File: config.mk
export PLATFORM = sky130hd
export DESIGN_NAME = one_shot_range_translation_table_core
export DESIGN_NICKNAME = d
export VERILOG_FILES = /design/src/rtl/core/osrtt_pkg.sv /design/src/rtl/core/osrtt_ctrl.sv /design/src/rtl/core/osrtt_dpath.sv /design/src/rtl/core/one_shot_range_translation_table_core.sv
export SDC_FILE = /design/constraint.sdc
export NUM_CORES = 1
export LEC_CHECK = 0
export BUFFER_PORTS_ARGS = -buffer_cell sky130_fd_sc_hd__buf_4
export CORE_MARGIN = 4
export CORE_UTILIZATION = 45
export DETAILED_ROUTE_END_ITERATION = 10
export PLACE_DENSITY_LB_ADDON = 0.12
export SLEW_MARGIN = 20
export SYNTH_ARGS = -nofsm -noshare
export SYNTH_HDL_FRONTEND = slang
export SYNTH_SLANG_ARGS = --single-unit
File: constraint.sdc
create_clock -name clk_i -period 15.6 [get_ports clk_i]
set_input_delay 3.12 -clock clk_i [delete_from_list [all_inputs] [get_ports clk_i]]
set_output_delay 3.12 -clock clk_i [all_outputs]
set_load 0.1 [all_outputs]
File: src/rtl/core/osrtt_pkg.sv
`default_nettype none

package osrtt_pkg;

  // Table geometry and field widths
  localparam int unsigned TABLE_ENTRIES_DEF = 8;
  localparam int unsigned ADDR_W            = 32;
  localparam int unsigned PHYS_W            = 64;
  localparam int unsigned HALF_W            = 32;
  localparam int unsigned FRAME_W           = 22;
  localparam int unsigned FRAME_SHIFT       = 10;
  localparam int unsigned SLOG_W            = 5;

  // Command code on the input word
  localparam logic CMD_INSERT    = 1'b0;
  localparam logic CMD_TRANSLATE = 1'b1;

  // Controller states
  typedef enum logic [1:0] {
    ST_IDLE,
    ST_INS,
    ST_TR,
    ST_DONE
  } state_e;

  // Which result the datapath latches
  typedef enum logic [1:0] {
    RES_INS_OK,
    RES_INS_NONE,
    RES_HIT,
    RES_MISS
  } res_sel_e;

  // Controller -> datapath
  typedef struct packed {
    logic     capture;
    logic     scan_inc;
    logic     issue;
    logic     res_load;
    res_sel_e res_sel;
    logic     out_load;
  } ctl_t;

  // Datapath -> controller
  typedef struct packed {
    logic req;
    logic slot_free;
    logic scan_last;
    logic scan_end;
    logic chk_hit;
    logic chk_last;
    logic out_free;
  } sts_t;

  // One table entry; dead marks a window whose end wraps past 2^32
  typedef struct packed {
    logic [PHYS_W-1:0] phys;
    logic [ADDR_W-1:0] base;
    logic [SLOG_W-1:0] slog;
    logic              dead;
  } entry_t;

  // Ones in the low slog bits: window size minus one
  function automatic logic [ADDR_W-1:0] low_mask(input logic [SLOG_W-1:0] slog);
    low_mask = ~({ADDR_W{1'b1}} << slog);
  endfunction

endpackage

`default_nettype wire

File: src/rtl/core/osrtt_ctrl.sv
`default_nettype none

module osrtt_ctrl
  import osrtt_pkg::*;
(
  input  wire logic clk_i,
  input  wire logic rst_ni,
  input  wire logic in_valid_i,
  output logic      in_stall_o,
  input  wire logic command_i,
  input  wire sts_t sts_i,
  output ctl_t      ctl_o
);

  state_e state_q, state_d;

  // State register
  always_ff @(posedge clk_i or negedge rst_ni) begin
    if (!rst_ni) begin
      state_q <= ST_IDLE;
    end else begin
      state_q <= state_d;
    end
  end

  // Next state and commands
  always_comb begin
    state_d         = state_q;
    ctl_o           = '0;
    ctl_o.res_sel   = RES_INS_NONE;
    in_stall_o      = 1'b1;
    case (state_q)
      ST_IDLE: begin
        in_stall_o = 1'b0;
        if (in_valid_i) begin
          ctl_o.capture = 1'b1;
          state_d = (command_i == CMD_TRANSLATE) ? ST_TR : ST_INS;
        end
      end
      // one entry a cycle, looking for the lowest free slot
      ST_INS: begin
        if (!sts_i.req) begin
          ctl_o.res_load = 1'b1;
          ctl_o.res_sel  = RES_INS_NONE;
          state_d        = ST_DONE;
        end else if (sts_i.slot_free) begin
          ctl_o.res_load = 1'b1;
          ctl_o.res_sel  = RES_INS_OK;
          state_d        = ST_DONE;
        end else if (sts_i.scan_last) begin
          ctl_o.res_load = 1'b1;
          ctl_o.res_sel  = RES_INS_NONE;
          state_d        = ST_DONE;
        end else begin
          ctl_o.scan_inc = 1'b1;
        end
      end
      // read one entry a cycle, check the one read the cycle before
      ST_TR: begin
        if (sts_i.chk_hit) begin
          ctl_o.res_load = 1'b1;
          ctl_o.res_sel  = RES_HIT;
          state_d        = ST_DONE;
        end else if (sts_i.chk_last) begin
          ctl_o.res_load = 1'b1;
          ctl_o.res_sel  = RES_MISS;
          state_d        = ST_DONE;
        end else if (!sts_i.scan_end) begin
          ctl_o.issue    = 1'b1;
          ctl_o.scan_inc = 1'b1;
        end
      end
      ST_DONE: begin
        if (sts_i.out_free) begin
          ctl_o.out_load = 1'b1;
          state_d        = ST_IDLE;
        end
      end
      default: begin
        state_d = ST_IDLE;
      end
    endcase
  end

endmodule

`default_nettype wire

File: src/rtl/core/osrtt_dpath.sv
`default_nettype none

module osrtt_dpath
  import osrtt_pkg::*;
#(
  parameter int unsigned TABLE_ENTRIES = TABLE_ENTRIES_DEF
) (
  input  wire logic               clk_i,
  input  wire logic               rst_ni,
  input  wire ctl_t               ctl_i,
  output sts_t                    sts_o,
  input  wire logic               request_flag_i,
  input  wire logic [HALF_W-1:0]  phys_high_i,
  input  wire logic [HALF_W-1:0]  phys_low_i,
  input  wire logic [FRAME_W-1:0] window_frame_i,
  input  wire logic [SLOG_W-1:0]  size_log2_i,
  input  wire logic [ADDR_W-1:0]  lookup_addr_i,
  output logic                    out_valid_o,
  input  wire logic               out_stall_i,
  output logic                    inserted_o,
  output logic [PHYS_W-1:0]       translated_o,
  output logic                    hit_o
);

  localparam int unsigned IDX_W = (TABLE_ENTRIES > 1) ? $clog2(TABLE_ENTRIES) : 1;
  localparam int unsigned CNT_W = $clog2(TABLE_ENTRIES + 1);

  // Captured item
  logic              req_q;
  logic [PHYS_W-1:0] phys_q;
  logic [ADDR_W-1:0] wbase_q;
  logic [SLOG_W-1:0] slog_q;
  logic [ADDR_W-1:0] addr_q;

  // Scan and read pipeline
  logic [CNT_W-1:0]         scan_q;
  logic [IDX_W-1:0]         idx;
  logic [TABLE_ENTRIES-1:0] used_q;
  entry_t                   mem_q [TABLE_ENTRIES];
  entry_t                   rd_q;
  logic [IDX_W-1:0]         rd_idx_q;
  logic                     rd_used_q;
  logic                     rd_vld_q;

  // Result and output words
  logic              res_ins_q, res_hit_q;
  logic [PHYS_W-1:0] res_base_q;
  logic [ADDR_W-1:0] res_off_q;
  logic              out_valid_q;
  logic              out_ins_q, out_hit_q;
  logic [PHYS_W-1:0] out_trans_q;

  logic            ins_wr, hit_take;
  logic [ADDR_W:0] end_sum;
  entry_t          wr_entry;
  logic [ADDR_W-1:0] off;
  logic            chk_hit;

  assign idx = scan_q[IDX_W-1:0];

  // Capture the input word
  always_ff @(posedge clk_i) begin
    if (ctl_i.capture) begin
      req_q   <= request_flag_i;
      phys_q  <= {phys_high_i, phys_low_i};
      wbase_q <= {window_frame_i, {FRAME_SHIFT{1'b0}}};
      slog_q  <= size_log2_i;
      addr_q  <= lookup_addr_i;
    end
  end

  // New entry; a window whose end wraps can never match
  assign end_sum  = {1'b0, wbase_q} + {1'b0, low_mask(slog_q)};
  assign wr_entry = '{phys: phys_q, base: wbase_q, slog: slog_q, dead: end_sum[ADDR_W]};

  assign ins_wr   = ctl_i.res_load && (ctl_i.res_sel == RES_INS_OK);
  assign hit_take = ctl_i.res_load && (ctl_i.res_sel == RES_HIT);

  // Window check on the entry read last cycle
  assign off     = addr_q - rd_q.base;
  assign chk_hit = rd_vld_q && rd_used_q && !rd_q.dead &&
                   ((off & ~low_mask(rd_q.slog)) == '0);

  // Control registers
  always_ff @(posedge clk_i or negedge rst_ni) begin
    if (!rst_ni) begin
      scan_q      <= '0;
      used_q      <= '0;
      rd_vld_q    <= 1'b0;
      out_valid_q <= 1'b0;
    end else begin
      if (ctl_i.capture) begin
        scan_q <= '0;
      end else if (ctl_i.scan_inc) begin
        scan_q <= scan_q + CNT_W'(1);
      end
      if (ins_wr) begin
        used_q[idx] <= 1'b1;
      end
      if (hit_take) begin
        used_q[rd_idx_q] <= 1'b0;
      end
      rd_vld_q <= ctl_i.issue;
      if (ctl_i.out_load) begin
        out_valid_q <= 1'b1;
      end else if (!out_stall_i) begin
        out_valid_q <= 1'b0;
      end
    end
  end

  // Entry memory: one write, one registered read
  always_ff @(posedge clk_i) begin
    if (ins_wr) begin
      mem_q[idx] <= wr_entry;
    end
    if (ctl_i.issue) begin
      rd_q      <= mem_q[idx];
      rd_idx_q  <= idx;
      rd_used_q <= used_q[idx];
    end
  end

  // Result word
  always_ff @(posedge clk_i) begin
    if (ctl_i.res_load) begin
      case (ctl_i.res_sel)
        RES_INS_OK: begin
          res_ins_q  <= 1'b1;
          res_hit_q  <= 1'b0;
          res_base_q <= '0;
          res_off_q  <= '0;
        end
        RES_HIT: begin
          res_ins_q  <= 1'b0;
          res_hit_q  <= 1'b1;
          res_base_q <= rd_q.phys;
          res_off_q  <= off;
        end
        RES_MISS: begin
          res_ins_q  <= 1'b0;
          res_hit_q  <= 1'b0;
          res_base_q <= {{(PHYS_W-ADDR_W){1'b0}}, addr_q};
          res_off_q  <= '0;
        end
        default: begin
          res_ins_q  <= 1'b0;
          res_hit_q  <= 1'b0;
          res_base_q <= '0;
          res_off_q  <= '0;
        end
      endcase
    end
  end

  // Output register; physical base plus offset added here
  always_ff @(posedge clk_i) begin
    if (ctl_i.out_load) begin
      out_ins_q   <= res_ins_q;
      out_hit_q   <= res_hit_q;
      out_trans_q <= res_base_q + {{(PHYS_W-ADDR_W){1'b0}}, res_off_q};
    end
  end

  // Status to the controller
  always_comb begin
    sts_o.req       = req_q;
    sts_o.slot_free = !used_q[idx];
    sts_o.scan_last = (scan_q == CNT_W'(TABLE_ENTRIES - 1));
    sts_o.scan_end  = (scan_q == CNT_W'(TABLE_ENTRIES));
    sts_o.chk_hit   = chk_hit;
    sts_o.chk_last  = rd_vld_q && (rd_idx_q == IDX_W'(TABLE_ENTRIES - 1));
    sts_o.out_free  = !out_valid_q || !out_stall_i;
  end

  assign out_valid_o  = out_valid_q;
  assign inserted_o   = out_ins_q;
  assign translated_o = out_trans_q;
  assign hit_o        = out_hit_q;

endmodule

`default_nettype wire

File: src/rtl/core/one_shot_range_translation_table_core.sv
// Channel | Handshake            | Word
// --------+----------------------+----------------------------------------------
// in      | in_valid_i/in_stall_o | command, request_flag, phys_high, phys_low,
//         |                      | window_frame, size_log2, lookup_addr
// out     | out_valid_o/out_stall_i | inserted, translated, hit
//
// One word in flight. Insert: one entry checked per cycle for the lowest free
// slot. Translate: the entry memory read port serves one entry per cycle, with
// the window check in the cycle after. Reset clears all used bits at once, no
// clearing pass.
// The output register frees the input side: a new word is taken while a
// result waits; the next result waits in the core while out_stall_i is high.
`default_nettype none

module one_shot_range_translation_table_core
  import osrtt_pkg::*;
#(
  parameter int unsigned TABLE_ENTRIES = TABLE_ENTRIES_DEF
) (
  input  wire logic               clk_i,
  input  wire logic               rst_ni,
  input  wire logic               in_valid_i,
  output logic                    in_stall_o,
  input  wire logic               command_i,
  input  wire logic               request_flag_i,
  input  wire logic [HALF_W-1:0]  phys_high_i,
  input  wire logic [HALF_W-1:0]  phys_low_i,
  input  wire logic [FRAME_W-1:0] window_frame_i,
  input  wire logic [SLOG_W-1:0]  size_log2_i,
  input  wire logic [ADDR_W-1:0]  lookup_addr_i,
  output logic                    out_valid_o,
  input  wire logic               out_stall_i,
  output logic                    inserted_o,
  output logic [PHYS_W-1:0]       translated_o,
  output logic                    hit_o
);

  ctl_t ctl;
  sts_t sts;

  // Sequencer
  osrtt_ctrl u_ctrl (
    .clk_i      (clk_i),
    .rst_ni     (rst_ni),
    .in_valid_i (in_valid_i),
    .in_stall_o (in_stall_o),
    .command_i  (command_i),
    .sts_i      (sts),
    .ctl_o      (ctl)
  );

  // Table, scan pipeline and output word
  osrtt_dpath #(
    .TABLE_ENTRIES (TABLE_ENTRIES)
  ) u_dpath (
    .clk_i          (clk_i),
    .rst_ni         (rst_ni),
    .ctl_i          (ctl),
    .sts_o          (sts),
    .request_flag_i (request_flag_i),
    .phys_high_i    (phys_high_i),
    .phys_low_i     (phys_low_i),
    .window_frame_i (window_frame_i),
    .size_log2_i    (size_log2_i),
    .lookup_addr_i  (lookup_addr_i),
    .out_valid_o    (out_valid_o),
    .out_stall_i    (out_stall_i),
    .inserted_o     (inserted_o),
    .translated_o   (translated_o),
    .hit_o          (hit_o)
  );

endmodule

`default_nettype wire

==> flow_summary.html, run 1 <==
<table>
<tr><th>Metric</th><th>Value</th></tr>
<tr><th colspan="2">Synth</th></tr>
<tr><td>Register area share after synthesis</td><td>77.52%</td></tr>
<tr><td>Top post-synthesis cells by area</td><td>edfxtp_1 (77%), a22oi_1 (6.4%), ha_1 (2.3%)</td></tr>
<tr><td>Share of flip-flops with an asynchronous set or reset</td><td>1.408%</td></tr>
<tr><td>Synth Register Bits</td><td>1136</td></tr>
<tr><td>Total of warnings raised by yosys</td><td>0</td></tr>
<tr><td>Gate count after technology mapping</td><td>2635</td></tr>
<tr><td>Top-area cell type share of the netlist area</td><td>76.61%</td></tr>
<tr><td>Mapped Nets</td><td>2846</td></tr>
<tr><td>Number of enable-type register cells in the synthesized netlist</td><td>1120</td></tr>
<tr><td>Top cell type by total area after synthesis</td><td>edfxtp_1</td></tr>
<tr><td>Netlist area before placement</td><td>43900 sq um</td></tr>
<tr><td>Ys flop type</td><td>edfxtp_1</td></tr>
<tr><td>Average instance area after synthesis</td><td>16.66 sq um</td></tr>
<tr><td>Unique cell type count in the Yosys netlist</td><td>76</td></tr>
<tr><th colspan="2">Timing</th></tr>
<tr><td>Highest attainable clock frequency</td><td>198.4 MHz</td></tr>
<tr><td>Slew Limit Headroom</td><td>28.13%</td></tr>
<tr><td>RSZ-0062 raised after global routing</td><td>no</td></tr>
<tr><td>Final hold violations</td><td>0</td></tr>
<tr><td>Worst clock skew on the final layout</td><td>37.83 ps</td></tr>
<tr><td>Min Tclk post-route</td><td>5041 ps</td></tr>
<tr><td>Setup_tns</td><td>0 ps</td></tr>
<tr><td>Fraction of the cycle the final worst path needs</td><td>32.32%</td></tr>
<tr><td>Actual transition at the worst max-transition pin</td><td>1076 ps</td></tr>
<tr><td>Setup-violating endpoint count in the final report</td><td>0</td></tr>
<tr><td>Pins over their slew limit</td><td>0</td></tr>
<tr><th colspan="2">Clock tree</th></tr>
<tr><td>Clock latency reported for the late side of the worst-skew pair</td><td>700 ps</td></tr>
<tr><td>Cts-stage hold buffer count</td><td>0</td></tr>
<tr><td>Post CTS Setup Buffer Count</td><td>0</td></tr>
<tr><td>Clock tree buffer depth</td><td>3</td></tr>
<tr><td>Library cell used as clock root buffer</td><td>clkbuf_16</td></tr>
<tr><td>Clk sinks</td><td>1136</td></tr>
<tr><td>Clock-pin slew on the worst setup and hold paths</td><td>60 ps</td></tr>
<tr><td>TritonCTS buffer count</td><td>113</td></tr>
<tr><td>CTS H-Tree Depth</td><td>3</td></tr>
<tr><td>CTS tree</td><td>built</td></tr>
<tr><td>Post-CTS resize count</td><td>0</td></tr>
<tr><th colspan="2">Final layout</th></tr>
<tr><td>Post-layout nets</td><td>3065</td></tr>
<tr><td>Layout overhead on the synthesized area</td><td>15.41%</td></tr>
<tr><td>Most common library cell in the layout ignoring fill and taps</td><td>edfxtp_1</td></tr>
<tr><td>Most frequent cells in the layout</td><td>edfxtp_1 (1120), a22oi_1 (372), buf_4 (233)</td></tr>
<tr><td>Fraction of layout instances using a drive strength above 1</td><td>15.20%</td></tr>
<tr><td>Fill count</td><td>7869</td></tr>
<tr><td>Fin util</td><td>52.39%</td></tr>
<tr><th colspan="2">Detailed routing</th></tr>
<tr><td>Number of search-and-repair iterations in the first detailed-routing pass</td><td>5</td></tr>
<tr><td>Total detailed-routing wirelength</td><td>113700 um</td></tr>
<tr><td>Drt drc</td><td>0</td></tr>
<tr><td>Initial DRC count</td><td>2239</td></tr>
<tr><td>Routed WL per cell</td><td>26.86 um</td></tr>
<tr><td>Overall via count from detail_route</td><td>24532</td></tr>
<tr><td>Post-detailed-route count of antenna-violating nets</td><td>0</td></tr>
<tr><td>Via-to-Cell Ratio</td><td>5.797</td></tr>
<tr><th colspan="2">Floorplan</th></tr>
<tr><td>Vertical die dimension</td><td>320.3 um</td></tr>
<tr><td>Area of the die</td><td>102600 sq um</td></tr>
<tr><td>Number of placed I/O pins</td><td>197</td></tr>
<tr><td>Horiz. Die Dim</td><td>320.3 um</td></tr>
<tr><td>Number of core rows</td><td>114</td></tr>
<tr><td>Total core area</td><td>96710 sq um</td></tr>
<tr><td>Initial cell density of the core</td><td>45.40%</td></tr>
<tr><th colspan="2">Placed design</th></tr>
<tr><td>Port buffer count</td><td>196</td></tr>
<tr><td>Final weighted congestion in routability-driven placement</td><td>0.8364</td></tr>
<tr><td>HPWL reported at the end of detailed placement</td><td>65380 um</td></tr>
<tr><th colspan="2">Critical path</th></tr>
<tr><td>CP Max Fanout</td><td>68</td></tr>
<tr><td>Beginning of the critical path</td><td>u_dpath.addr_q[29]$_DFFE_PP_</td></tr>
<tr><td>Arrival @ worst endpoint</td><td>5570 ps</td></tr>
<tr><td>Kind of start point of the critical path</td><td>flop</td></tr>
<tr><td>Worst Path Required</td><td>16130 ps</td></tr>
<tr><td>Crit end category</td><td>flop</td></tr>
<tr><td>Setup Crit Path Kind</td><td>flop to flop</td></tr>
<tr><td>Beginning of the worst register-to-register path</td><td>u_dpath.addr_q[29]$_DFFE_PP_</td></tr>
<tr><th colspan="2">Global route</th></tr>
<tr><td>Gr ovfl total</td><td>0</td></tr>
<tr><td>Initial antenna violation count</td><td>10</td></tr>
<tr><td>Maximum number of pins on one net before global-route repair</td><td>95</td></tr>
<tr><td>First-pass GRT wire length</td><td>166300 um</td></tr>
<tr><td>Vias in the first global route</td><td>24707</td></tr>
<tr><td>Gr usage total</td><td>21.90%</td></tr>
<tr><th colspan="2">Worst hold path</th></tr>
<tr><td>Kind of path behind the tightest hold check</td><td>flop to flop</td></tr>
<tr><td>Origin of the worst min-delay path</td><td>u_dpath.res_hit_q$_DFFE_PN_</td></tr>
<tr><th colspan="2">Power and ir drop</th></tr>
<tr><td>Largest voltage drop on the vdd net</td><td>0.0001204 V</td></tr>
<tr><td>LEAKAGE</td><td>0.01691 uW</td></tr>
<tr><td>Pwr/cell area</td><td>194.2 nW/um^2</td></tr>
<tr><th colspan="2">Outcome</th></tr>
<tr><td>Run status</td><td>finished clean</td></tr>
<tr><th colspan="2">Flow run</th></tr>
<tr><td>Total of max-cap violations</td><td>0</td></tr>
</table>
worst max-delay path, stage by stage, from the launching register on:
cell and delay (ps):
edfxtp_1 420, ha_1 440, a2111oi_0 720, o211ai_1 290
o2bb2ai_1 200, mux2i_1 100, o311ai_2 140, a21oi_1 100
nor4b_2 360, nand4_2 290, or3_1 440, buf_4 240
inv_2 290, buf_4 550, and2_1 240
logic make-up (layout without fill, tap and decap cells):
kind of cell | Yosys count | count (layout) | synth area share, %
AO/OA/AOI/OAI | 659 | 659 | 10.95
XOR/XNOR | 75 | 75 | 1.496
adder cells (fa/ha/maj) | 82 | 82 | 2.371
buffers and inverters | 192 | 511 | 1.721
flip-flops | 1136 | 1136 | 77.52
multiplexers | 10 | 10 | 0.2366
other | 1 | 3 | 0.008542
AND/OR/NAND/NOR | 480 | 480 | 5.697
synth_stat cells (all sizes together), types with 17 or more instances:
master and n:
edfxtp 1120, a22oi 372, clkbuf 114, nand2 111, nand4 104, ha 80
nor2 79, a21oi 64, inv 60, and2 54, o21ai 49, xnor2 45
a21o 35, o2bb2ai 32, nor3 30, xor2 30, nand3 26, and3 18
buf 17
layer usage:
metal | track usage (%) | wire length, um | up-vias
met5 | 0 | 7 | -
met4 | 6.166 | 2424 | 2
met3 | 5.218 | 8843 | 148
met2 | 34.35 | 53000 | 836
met1 | 30.87 | 49380 | 12497
li1 | - | - | 11049
final timing paths:
| kind | end | slack [ps] | depth (start not counted) |
|---|---|---|---|
| worst max register to register | u_dpath.res_base_q[55]$_DFFE_PN_ | 10560 | 14 |
| max in group asynchronous | u_dpath.rd_vld_q$_DFF_PN0_ | 13120 | 1 |
| worst min register to register | u_dpath.hit_o$_DFFE_PP_ | 430 | 0 |
| worst max-delay path | u_dpath.res_base_q[55]$_DFFE_PN_ | 10560 | 14 |
| worst min-delay path | u_dpath.hit_o$_DFFE_PP_ | 430 | 0 |
| min in group asynchronous | u_dpath.scan_q[0]$_DFFE_PN0P_ | 2280 | 1 |
flip-flops by register name (all words and copies together), names as in the netlist:
register              cells
u_dpath.hit_o             1
u_dpath.wbase_q          22
u_dpath.scan_q            4
u_dpath.mem_q           736
u_dpath.res_ins_q         1
u_dpath.out_valid_o       1
u_dpath.rd_used_q         1
u_dpath.translated_o     64
u_dpath.phys_q           64
u_dpath.rd_vld_q          1
u_dpath.used_q            8
u_ctrl.state_q            2
u_dpath.req_q             1
u_dpath.rd_idx_q          3
u_dpath.res_base_q       64
u_dpath.res_hit_q         1
u_dpath.addr_q           32
u_dpath.rd_q             92
u_dpath.res_off_q        32
u_dpath.slog_q            5
u_dpath.inserted_o        1
cell type report:
class | count | area, sq um | area share, %
Clock inverter | 77 | 767.0 | 1.514
Sequential cell | 1136 | 34030 | 67.17
Inverter | 61 | 234.0 | 0.4618
Multi-Input combinational cell | 1307 | 9248 | 18.25
Clock buffer | 138 | 2994 | 5.910
Timing Repair Buffer | 235 | 1789 | 3.531
Tap cell | 1276 | 1597 | 3.151
Antenna cell | 2 | 5.005 | 0.009878
power breakdown:
| part | switching, uW | total, uW | internal, uW |
|---|---|---|---|
| clock network | 1140 | 2730 | 1600 |
| registers | 316 | 4320 | 4010 |
| logic | 2020 | 2780 | 764 |
per-stage QoR:
| stage | area (sq um) | instances | total power [uW] | setup slack, ps | hold WS [ps] |
|---|---|---|---|---|---|
| floorplan | 43900 | 2635 | 6177 | 3895 | 400.3 |
| global placement | 46900 | 4015 | 7136 | 10260 | 422.5 |
| detailed placement | 46900 | 4015 | 7160 | 10190 | 415.5 |
| CTS | 50660 | 4230 | 9905 | 10540 | 428.4 |
| global route | 50660 | 4231 | 10290 | 10120 | 452.1 |
| finish | 50670 | 4232 | 9839 | 10560 | 425.0 |
Power figures use the tool's default switching activity.
==> run 2: changes to the inputs <==
- clock period: 15.6 -> 4.53 ns (I/O delays scaled with it)
==> run 2 against run 1 <==
Net effect:
- final area up 1.3%
- power rose to 3.5 times the previous value
- final cell count up 0.83%
- highest routed layer unchanged
==> flow_summary.html, run 2 (synthesis results as in run 1) <==
<table>
<tr><th>Metric</th><th>Value</th></tr>
<tr><th colspan="2">Detailed routing</th></tr>
<tr><td>Total detailed-routing wirelength</td><td>114900 um (+1.1%)</td></tr>
<tr><td>Overall via count from detail_route</td><td>24762 (+0.94%)</td></tr>
<tr><td>Initial DRC count</td><td>2344 (+4.7%)</td></tr>
<tr><td>Drt drc</td><td>0 (unchanged)</td></tr>
<tr><td>Post-detailed-route count of antenna-violating nets</td><td>0 (unchanged)</td></tr>
<tr><td>Via-to-Cell Ratio</td><td>5.803 (+0.11%)</td></tr>
<tr><td>Number of search-and-repair iterations in the first detailed-routing pass</td><td>5 (unchanged)</td></tr>
<tr><td>Routed WL per cell</td><td>26.94 um (+0.30%)</td></tr>
<tr><th colspan="2">Clock tree</th></tr>
<tr><td>Post CTS Setup Buffer Count</td><td>0 (unchanged)</td></tr>
<tr><td>Clock tree buffer depth</td><td>3 (unchanged)</td></tr>
<tr><td>Clock-pin slew on the worst setup and hold paths</td><td>60 ps (about the same)</td></tr>
<tr><td>Cts-stage hold buffer count</td><td>0 (unchanged)</td></tr>
<tr><td>CTS H-Tree Depth</td><td>3 (unchanged)</td></tr>
<tr><td>Clock latency reported for the late side of the worst-skew pair</td><td>710 ps (about the same)</td></tr>
<tr><td>CTS tree</td><td>built</td></tr>
<tr><td>TritonCTS buffer count</td><td>113 (unchanged)</td></tr>
<tr><td>Post-CTS resize count</td><td>0 (unchanged)</td></tr>
<tr><td>Library cell used as clock root buffer</td><td>clkbuf_16</td></tr>
<tr><td>Clk sinks</td><td>1136 (unchanged)</td></tr>
<tr><th colspan="2">Floorplan</th></tr>
<tr><td>Area of the die</td><td>102600 sq um (unchanged)</td></tr>
<tr><td>Horiz. Die Dim</td><td>320.3 um (unchanged)</td></tr>
<tr><td>Number of core rows</td><td>114 (unchanged)</td></tr>
<tr><td>Number of placed I/O pins</td><td>197 (unchanged)</td></tr>
<tr><td>Initial cell density of the core</td><td>45.40% (unchanged)</td></tr>
<tr><td>Vertical die dimension</td><td>320.3 um (unchanged)</td></tr>
<tr><td>Total core area</td><td>96710 sq um (unchanged)</td></tr>
<tr><th colspan="2">Placed design</th></tr>
<tr><td>Final weighted congestion in routability-driven placement</td><td>0.8663 (+3.6%)</td></tr>
<tr><td>Placed insts</td><td>4055 (+1.0%)</td></tr>
<tr><td>HPWL reported at the end of detailed placement</td><td>70730 um (+8.2%)</td></tr>
<tr><td>Standard cell area after detailed placement</td><td>47720 sq um (+1.7%)</td></tr>
<tr><td>Port buffer count</td><td>196 (unchanged)</td></tr>
<tr><th colspan="2">Outcome</th></tr>
<tr><td>Run status</td><td>finished clean</td></tr>
<tr><th colspan="2">Timing</th></tr>
<tr><td>Fraction of the cycle the final worst path needs</td><td>92.63% (+60 points)</td></tr>
<tr><td>Final Hold Slack</td><td>61.94 ps (-363.1 ps)</td></tr>
<tr><td>Final hold violations</td><td>0 (unchanged)</td></tr>
<tr><td>Highest attainable clock frequency</td><td>238.3 MHz (+20%)</td></tr>
<tr><td>Slew Limit Headroom</td><td>28.73% (+0.60 points)</td></tr>
<tr><td>Pins over their slew limit</td><td>0 (unchanged)</td></tr>
<tr><td>RSZ-0062 raised after global routing</td><td>no</td></tr>
<tr><td>Min Tclk post-route</td><td>4196 ps (-845.6 ps)</td></tr>
<tr><td>Setup-violating endpoint count in the final report</td><td>0 (unchanged)</td></tr>
<tr><td>Worst clock skew on the final layout</td><td>31.56 ps (-6.273 ps)</td></tr>
<tr><td>Actual transition at the worst max-transition pin</td><td>1069 ps (-6.602 ps)</td></tr>
<tr><th colspan="2">Critical path</th></tr>
<tr><td>Slowest cell on the critical path</td><td>ha_1</td></tr>
<tr><td>Beginning of the worst register-to-register path</td><td>u_dpath.addr_q[19]$_DFFE_PP_</td></tr>
<tr><td>Delay-heaviest family, CP</td><td>simple AND/OR/NAND/NOR gates</td></tr>
<tr><td>Crit-path cells</td><td>ha_1 -&gt; and4_1 -&gt; nand3_1 -&gt; a21oi_1 -&gt; o21ai_0 -&gt; a31oi_1 -&gt; o2111ai_1 -&gt; nor4b_2 -&gt; nand4_2 -&gt; or3_1 -&gt; inv_2 -&gt; buf_12 -&gt; and2_1</td></tr>
<tr><td>Arrival @ worst endpoint</td><td>4740 ps (-830 ps)</td></tr>
<tr><td>Flop-to-flop setup slack</td><td>330 ps (-10220 ps)</td></tr>
<tr><td>Crit end category</td><td>flop</td></tr>
<tr><td>Delay of the slowest critical-path stage</td><td>500 ps (-220 ps)</td></tr>
<tr><td>Setup Crit Path Kind</td><td>flop to flop</td></tr>
<tr><td>Kind of start point of the critical path</td><td>flop</td></tr>
<tr><td>Worst Path Required</td><td>5070 ps (-11060 ps)</td></tr>
<tr><td>CP Max Fanout</td><td>62 (-8.8%)</td></tr>
<tr><td>Critical Path Sink</td><td>u_dpath.res_base_q[61]$_DFFE_PN_</td></tr>
<tr><td>Capturing point of the worst reg2reg path</td><td>u_dpath.res_base_q[61]$_DFFE_PN_</td></tr>
<tr><td>Buffers plus inverters on the worst setup path</td><td>2 (-1)</td></tr>
<tr><td>Beginning of the critical path</td><td>u_dpath.addr_q[19]$_DFFE_PP_</td></tr>
<tr><td>Number of cells on the worst reg-to-reg path</td><td>13 (-1)</td></tr>
<tr><td>Number of logic stages on the critical path including buffering</td><td>13 (-1)</td></tr>
<tr><th colspan="2">Global route</th></tr>
<tr><td>Maximum number of pins on one net before global-route repair</td><td>93 (-2.1%)</td></tr>
<tr><td>Gr ovfl total</td><td>0 (unchanged)</td></tr>
<tr><td>Initial antenna violation count</td><td>12 (+2)</td></tr>
<tr><td>First-pass GRT wire length</td><td>169300 um (+1.8%)</td></tr>
<tr><td>Vias in the first global route</td><td>25097 (+1.6%)</td></tr>
<tr><td>Gr usage total</td><td>22.25% (+0.35 points)</td></tr>
<tr><th colspan="2">Final layout</th></tr>
<tr><td>Registers with the most flip-flops</td><td>u_dpath.mem_q (736), u_dpath.rd_q (92)</td></tr>
<tr><td>Layout overhead on the synthesized area</td><td>16.94%</td></tr>
<tr><td>Post-layout nets</td><td>3105 (+1.3%)</td></tr>
<tr><td>Fin cells</td><td>4267 (+0.83%)</td></tr>
<tr><td>Most frequent cells in the layout</td><td>edfxtp_1 (1120), a22oi_1 (372), buf_4 (238)</td></tr>
<tr><td>Final Cell Area</td><td>51340 sq um (+1.3%)</td></tr>
<tr><td>Fraction of layout instances using a drive strength above 1</td><td>16.29% (+1.1 points)</td></tr>
<tr><td>Number of flip-flops under the largest register name</td><td>736 (unchanged)</td></tr>
<tr><td>Fin util</td><td>53.08% (+0.69 points)</td></tr>
<tr><td>Most common library cell in the layout ignoring fill and taps</td><td>edfxtp_1</td></tr>
<tr><td>Largest reg by FF count</td><td>u_dpath.mem_q</td></tr>
<tr><th colspan="2">Power and ir drop</th></tr>
<tr><td>Pwr/cell area</td><td>663.1 nW/um^2 (+240%)</td></tr>
<tr><td>Largest voltage drop on the vdd net</td><td>0.0003473 V (+190%)</td></tr>
<tr><td>LEAKAGE</td><td>0.01720 uW (+1.7%)</td></tr>
<tr><th colspan="2">Flow run</th></tr>
<tr><td>Total of max-cap violations</td><td>0 (unchanged)</td></tr>
<tr><th colspan="2">Worst hold path</th></tr>
<tr><td>Kind of path behind the tightest hold check</td><td>input port to async pin</td></tr>
</table>
## run 2: changes by cell type in the layout (fill, tap and decap cells not counted), sizes merged
cell | previous run | this run
clkinvlp | 4 | 3
inv | 64 | 63
bufinv | 14 | 11
clkbuf | 138 | 134
clkinv | 56 | 60
buf | 235 | 275
## run 2: metal layers
metal	global-route usage [%]	vias up	share of wire [%]	wire length, um
met5	0	-	0.014	16
met1	32.36	12641	45	51640
met3	3.420	151	6.5	7433
met2	35.43	830	47	53460
li1	-	11138	-	-
met4	5.846	2	2.1	2401
## run 2: cell type report
type                       instances  area [sq um]
clock inverter                    76         683.2
antenna                            2         5.005
sequential                      1136         34030
timing repair buffer             275          2527
tap                             1276          1597
multi-input combinational       1307          9316
inverter                          61         246.5
clock buffer                     134          2928
fill                            7804         45370
## run 2: worst min path at each step
stage,from,end,cells after the start
global route,rst_ni,u_ctrl.state_q[1]$_DFFE_PN0P_,1
CTS,rst_ni,u_dpath.used_q[1]$_DFF_PN0_,1
global placement,u_dpath.res_hit_q$_DFFE_PN_,u_dpath.hit_o$_DFFE_PP_,0
detailed placement,u_dpath.res_hit_q$_DFFE_PN_,u_dpath.hit_o$_DFFE_PP_,0
floorplan,u_dpath.res_hit_q$_DFFE_PN_,u_dpath.hit_o$_DFFE_PP_,0
finish,rst_ni,u_ctrl.state_q[1]$_DFFE_PN0P_,1
## run 2: where the power goes
group,switching [uW],total [uW],internal (uW)
Combinational,7330,10200,2870
Sequential,979,14700,13800
Clock,3870,9090,5230
## run 2: through the flow
step	TNS (ps)	total power [uW]	worst slack, ps
2_1_floorplan	-94970	21190	-474.5
3_3_place_gp	0	25130	447.0
3_5_place_dp	0	25170	405.9
4_1_cts	0	34280	369.2
5_1_grt	0	35580	109.2
6_report	0	34040	334.1
## run 2: worst reg2reg max path, cell delays in order, from the launching register on
cell       delay [ps]
edfxtp_1          450
ha_1              500
and4_1            310
nand3_1           130
a21oi_1           400
o21ai_0           180
a31oi_1           270
o2111ai_1         170
nor4b_2           390
nand4_2           150
or3_1             420
inv_2             170
buf_12            240
and2_1            240
==> run 3: changes to the inputs <==
- ABC_AREA: not set -> 1
- CTS_CLUSTER_DIAMETER: not set -> 40
==> run 3 against run 2 <==
Net effect:
- final area rose by 4.8%
- synthesized area rose by 3.1%
- clock power rose by 31%
- critical path type unchanged
- final cell count rose by 14%
- core utilization rose by 0.74 points
- clock-buffer cell count rose by 36
==> flow_summary.html, run 3 <==
<table>
<tr><th>Metric</th><th>Value</th></tr>
<tr><th colspan="2">Outcome</th></tr>
<tr><td>Run status</td><td>finished clean</td></tr>
<tr><th colspan="2">Clock tree</th></tr>
<tr><td>CTS tree</td><td>built</td></tr>
<tr><td>Clock latency reported for the late side of the worst-skew pair</td><td>730 ps (+20 ps)</td></tr>
<tr><td>TritonCTS buffer count</td><td>150 (+33%)</td></tr>
<tr><td>CTS H-Tree Depth</td><td>4 (+1)</td></tr>
<tr><td>Post CTS Setup Buffer Count</td><td>0 (unchanged)</td></tr>
<tr><td>Library cell used as clock root buffer</td><td>clkbuf_16</td></tr>
<tr><td>Clock-pin slew on the worst setup and hold paths</td><td>50 ps (about the same)</td></tr>
<tr><td>Clk sinks</td><td>1136 (unchanged)</td></tr>
<tr><td>Clock tree buffer depth</td><td>3 (unchanged)</td></tr>
<tr><th colspan="2">Detailed routing</th></tr>
<tr><td>Via-to-Cell Ratio</td><td>5.437 (-6.3%)</td></tr>
<tr><td>Total detailed-routing wirelength</td><td>116900 um (+1.7%)</td></tr>
<tr><td>Routed WL per cell</td><td>23.99 um (-11%)</td></tr>
<tr><td>Number of search-and-repair iterations in the first detailed-routing pass</td><td>7 (+2)</td></tr>
<tr><td>Post-detailed-route count of antenna-violating nets</td><td>0 (unchanged)</td></tr>
<tr><td>Overall via count from detail_route</td><td>26505 (+7.0%)</td></tr>
<tr><td>Initial DRC count</td><td>2675 (+14%)</td></tr>
<tr><td>Drt drc</td><td>0 (unchanged)</td></tr>
<tr><th colspan="2">Global route</th></tr>
<tr><td>Maximum number of pins on one net before global-route repair</td><td>94 (+1.1%)</td></tr>
<tr><td>Vias in the first global route</td><td>26669 (+6.3%)</td></tr>
<tr><td>Gr usage total</td><td>22.00% (-0.24 points)</td></tr>
<tr><td>Initial antenna violation count</td><td>9 (-3)</td></tr>
<tr><td>First-pass GRT wire length</td><td>173800 um (+2.7%)</td></tr>
<tr><td>Gr ovfl total</td><td>0 (unchanged)</td></tr>
<tr><th colspan="2">Final layout</th></tr>
<tr><td>Registers with the most flip-flops</td><td>u_dpath.mem_q (736), u_dpath.rd_q (92)</td></tr>
<tr><td>Number of flip-flops under the largest register name</td><td>736 (unchanged)</td></tr>
<tr><td>Most common library cell in the layout ignoring fill and taps</td><td>edfxtp_1</td></tr>
<tr><td>Post-layout nets</td><td>3666 (+18%)</td></tr>
<tr><td>Largest reg by FF count</td><td>u_dpath.mem_q</td></tr>
<tr><td>Layout overhead on the synthesized area</td><td>18.88%</td></tr>
<tr><td>Fraction of layout instances using a drive strength above 1</td><td>17.44% (+1.2 points)</td></tr>
<tr><td>Antenna Cells</td><td>0 (-2)</td></tr>
<tr><td>Most frequent cells in the layout</td><td>edfxtp_1 (1120), nand2_1 (564), inv_1 (268)</td></tr>
<tr><th colspan="2">Critical path</th></tr>
<tr><td>Slowest cell on the critical path</td><td>buf_4</td></tr>
<tr><td>Worst Path Required</td><td>4910 ps (-160 ps)</td></tr>
<tr><td>Delay-heaviest family, CP</td><td>simple AND/OR/NAND/NOR gates</td></tr>
<tr><td>Setup Crit Path Kind</td><td>flop to flop</td></tr>
<tr><td>Crit end category</td><td>flop</td></tr>
<tr><td>Arrival @ worst endpoint</td><td>4590 ps (-150 ps)</td></tr>
<tr><td>CP Max Fanout</td><td>41 (-34%)</td></tr>
<tr><td>Most common cell on crit path</td><td>nand3_1</td></tr>
<tr><td>Buffers plus inverters on the worst setup path</td><td>4 (+2)</td></tr>
<tr><td>Crit-path cells</td><td>ha_1 -&gt; fa_1 -&gt; inv_1 -&gt; nand3_1 -&gt; nand2_1 -&gt; nand3_1 -&gt; nand3_1 -&gt; nand2_1 -&gt; nand3b_1 -&gt; nand3_1 -&gt; nand2_1 -&gt; nor2_4 -&gt; nand3_4 -&gt; nand2_2 -&gt; nand2_4 -&gt; nand4_1 -&gt; clkinvlp_4 -&gt; buf_6 -&gt; buf_4</td></tr>
<tr><td>Delay of the slowest critical-path stage</td><td>480 ps (-20 ps)</td></tr>
<tr><td>Kind of start point of the critical path</td><td>flop</td></tr>
<tr><th colspan="2">Floorplan</th></tr>
<tr><td>Horiz. Die Dim</td><td>325.2 um (+1.5%)</td></tr>
<tr><td>Number of placed I/O pins</td><td>197 (unchanged)</td></tr>
<tr><td>Area of the die</td><td>105800 sq um (+3.1%)</td></tr>
<tr><td>Total core area</td><td>100000 sq um (+3.4%)</td></tr>
<tr><td>Initial cell density of the core</td><td>45.28% (-0.12 points)</td></tr>
<tr><td>Vertical die dimension</td><td>325.2 um (+1.5%)</td></tr>
<tr><td>Number of core rows</td><td>116 (+1.8%)</td></tr>
<tr><th colspan="2">Synth</th></tr>
<tr><td>Top-area cell type share of the netlist area</td><td>74.28% (-2.3 points)</td></tr>
<tr><td>Most numerous cell in the Yosys netlist</td><td>edfxtp_1</td></tr>
<tr><td>Top post-synthesis cells by area</td><td>edfxtp_1 (74%), nand2_1 (4.7%), inv_1 (2.3%)</td></tr>
<tr><td>Register area share after synthesis</td><td>75.17% (-2.4 points)</td></tr>
<tr><td>Top cell type by total area after synthesis</td><td>edfxtp_1</td></tr>
<tr><td>Unique cell type count in the Yosys netlist</td><td>55 (-28%)</td></tr>
<tr><td>Share of flip-flops with an asynchronous set or reset</td><td>1.408% (unchanged)</td></tr>
<tr><td>Ys flop type</td><td>edfxtp_1</td></tr>
<tr><td>Synth cell count leaders</td><td>edfxtp_1 (1120), nand2_1 (565), inv_1 (279)</td></tr>
<tr><td>Synth Register Bits</td><td>1136 (unchanged)</td></tr>
<tr><td>Total of warnings raised by yosys</td><td>0 (unchanged)</td></tr>
<tr><td>Gate count after technology mapping</td><td>3150 (+20%)</td></tr>
<tr><td>Netlist area before placement</td><td>45280 sq um (+3.1%)</td></tr>
<tr><td>Mapped Nets</td><td>3361 (+18%)</td></tr>
<tr><td>Average instance area after synthesis</td><td>14.37 sq um (-14%)</td></tr>
<tr><td>Number of enable-type register cells in the synthesized netlist</td><td>1120 (unchanged)</td></tr>
<tr><th colspan="2">Timing</th></tr>
<tr><td>RSZ-0062 raised after global routing</td><td>no</td></tr>
<tr><td>Slew Limit Headroom</td><td>35.40% (+6.7 points)</td></tr>
<tr><td>Pins over their slew limit</td><td>0 (unchanged)</td></tr>
<tr><td>Setup_tns</td><td>0 ps (unchanged)</td></tr>
<tr><td>Setup-violating endpoint count in the final report</td><td>0 (unchanged)</td></tr>
<tr><td>Highest attainable clock frequency</td><td>237.5 MHz (-0.33%)</td></tr>
<tr><td>Final hold violations</td><td>0 (unchanged)</td></tr>
<tr><td>Min Tclk post-route</td><td>4210 ps (+13.87 ps)</td></tr>
<tr><td>Fraction of the cycle the final worst path needs</td><td>92.93% (+0.31 points)</td></tr>
<tr><td>Worst clock skew on the final layout</td><td>22.52 ps (-9.039 ps)</td></tr>
<tr><td>Actual transition at the worst max-transition pin</td><td>969.1 ps (-100.0 ps)</td></tr>
<tr><td>Min setup slack post-route</td><td>320.2 ps (-13.87 ps)</td></tr>
<tr><th colspan="2">Power and ir drop</th></tr>
<tr><td>Pwr/cell area</td><td>651.0 nW/um^2 (-1.8%)</td></tr>
<tr><td>Total power consumption of the routed design</td><td>35040 uW (+2.9%)</td></tr>
<tr><td>Largest voltage drop on the vdd net</td><td>0.0003870 V (+11%)</td></tr>
<tr><td>LEAKAGE</td><td>0.01944 uW (+13%)</td></tr>
<tr><th colspan="2">Placed design</th></tr>
<tr><td>Setup Slack @ Placement</td><td>104.7 ps (-301.2 ps)</td></tr>
<tr><td>Port buffer count</td><td>196 (unchanged)</td></tr>
<tr><td>Final weighted congestion in routability-driven placement</td><td>0.8731 (+0.78%)</td></tr>
<tr><td>HPWL reported at the end of detailed placement</td><td>73250 um (+3.6%)</td></tr>
<tr><th colspan="2">Flow run</th></tr>
<tr><td>Total of max-cap violations</td><td>0 (unchanged)</td></tr>
<tr><th colspan="2">Worst hold path</th></tr>
<tr><td>Kind of path behind the tightest hold check</td><td>input port to flop</td></tr>
</table>
[run 3: layer usage]
layer | global-route usage, % | up-vias | part of all wire (%)
met3 | 3.614 | 145 | 5.7
met4 | 5.397 | 0 | 1.6
li1 | - | 12265 | -
met1 | 32.02 | 13258 | 46
met2 | 34.95 | 837 | 47
met5 | 0 | - | 0
[run 3: cell type report]
| type | count | area, sq um |
|---|---|---|
| Tap cell | 1298 | 1624 |
| Timing Repair Buffer | 252 | 2211 |
| Multi-Input combinational cell | 1622 | 9718 |
| Clock buffer | 170 | 3924 |
| Sequential cell | 1136 | 34030 |
| Fill cell | 8115 | 46180 |
| Clock inverter | 104 | 1174 |
| Inverter | 293 | 1140 |
[run 3: worst paths after layout]
kind | startpoint | to | slack, ps | depth (start not counted)
setup reg to reg | u_dpath.rd_q[16]$_DFFE_PN_ | u_dpath.mem_q[1][5]$_DFFE_PP_ | 320 | 19
min in group asynchronous | rst_ni | u_dpath.used_q[2]$_DFF_PN0_ | 600 | 2
hold reg to reg | u_dpath.res_hit_q$_DFFE_PN_ | u_dpath.hit_o$_DFFE_PP_ | 430 | 0
max in group asynchronous | rst_ni | u_dpath.used_q[1]$_DFF_PN0_ | 3710 | 2
hold / removal | phys_high_i[10] | u_dpath.phys_q[42]$_DFFE_PP_ | 350 | 1
setup / recovery | u_dpath.rd_q[16]$_DFFE_PN_ | u_dpath.mem_q[1][5]$_DFFE_PP_ | 320 | 19
[run 3: what timing repair did]
action                                  CTS  global route
gates resized for setup                   0             1
endpoints found under the setup margin    0            26
hold buffers                              1             0
hold endpoints to repair                 14             0
[run 3: power by group]
part,switching [uW],internal [uW]
Combinational,6430,2260
Sequential,893,13600
Clock,4500,7380
[run 3: stage by stage]
stage	hold WS, ps	cell area [sq um]	std cells	util (%)
finish	349.7	53820	4875	53.82
global route	307.0	53820	4875	53.82
CTS	286.2	53820	4875	53.82
detailed placement	417.1	48710	4600	48.71
global placement	417.4	48710	4600	48.71
floorplan	400.3	45310	3150	-
[run 3: logic make-up (layout without fill, tap and decap cells)]
group	after synthesis	count (layout)	share of synthesized area, %
xor gates and xnor gates	66	66	1.277
DFF	1136	1136	75.17
AOI/OAI and AO/OA	459	459	7.066
and+or+nand+nor	1014	1014	10.68
adders and majority gates	82	82	2.299
other	1	1	0.008283
buffers and inverters	392	819	3.501
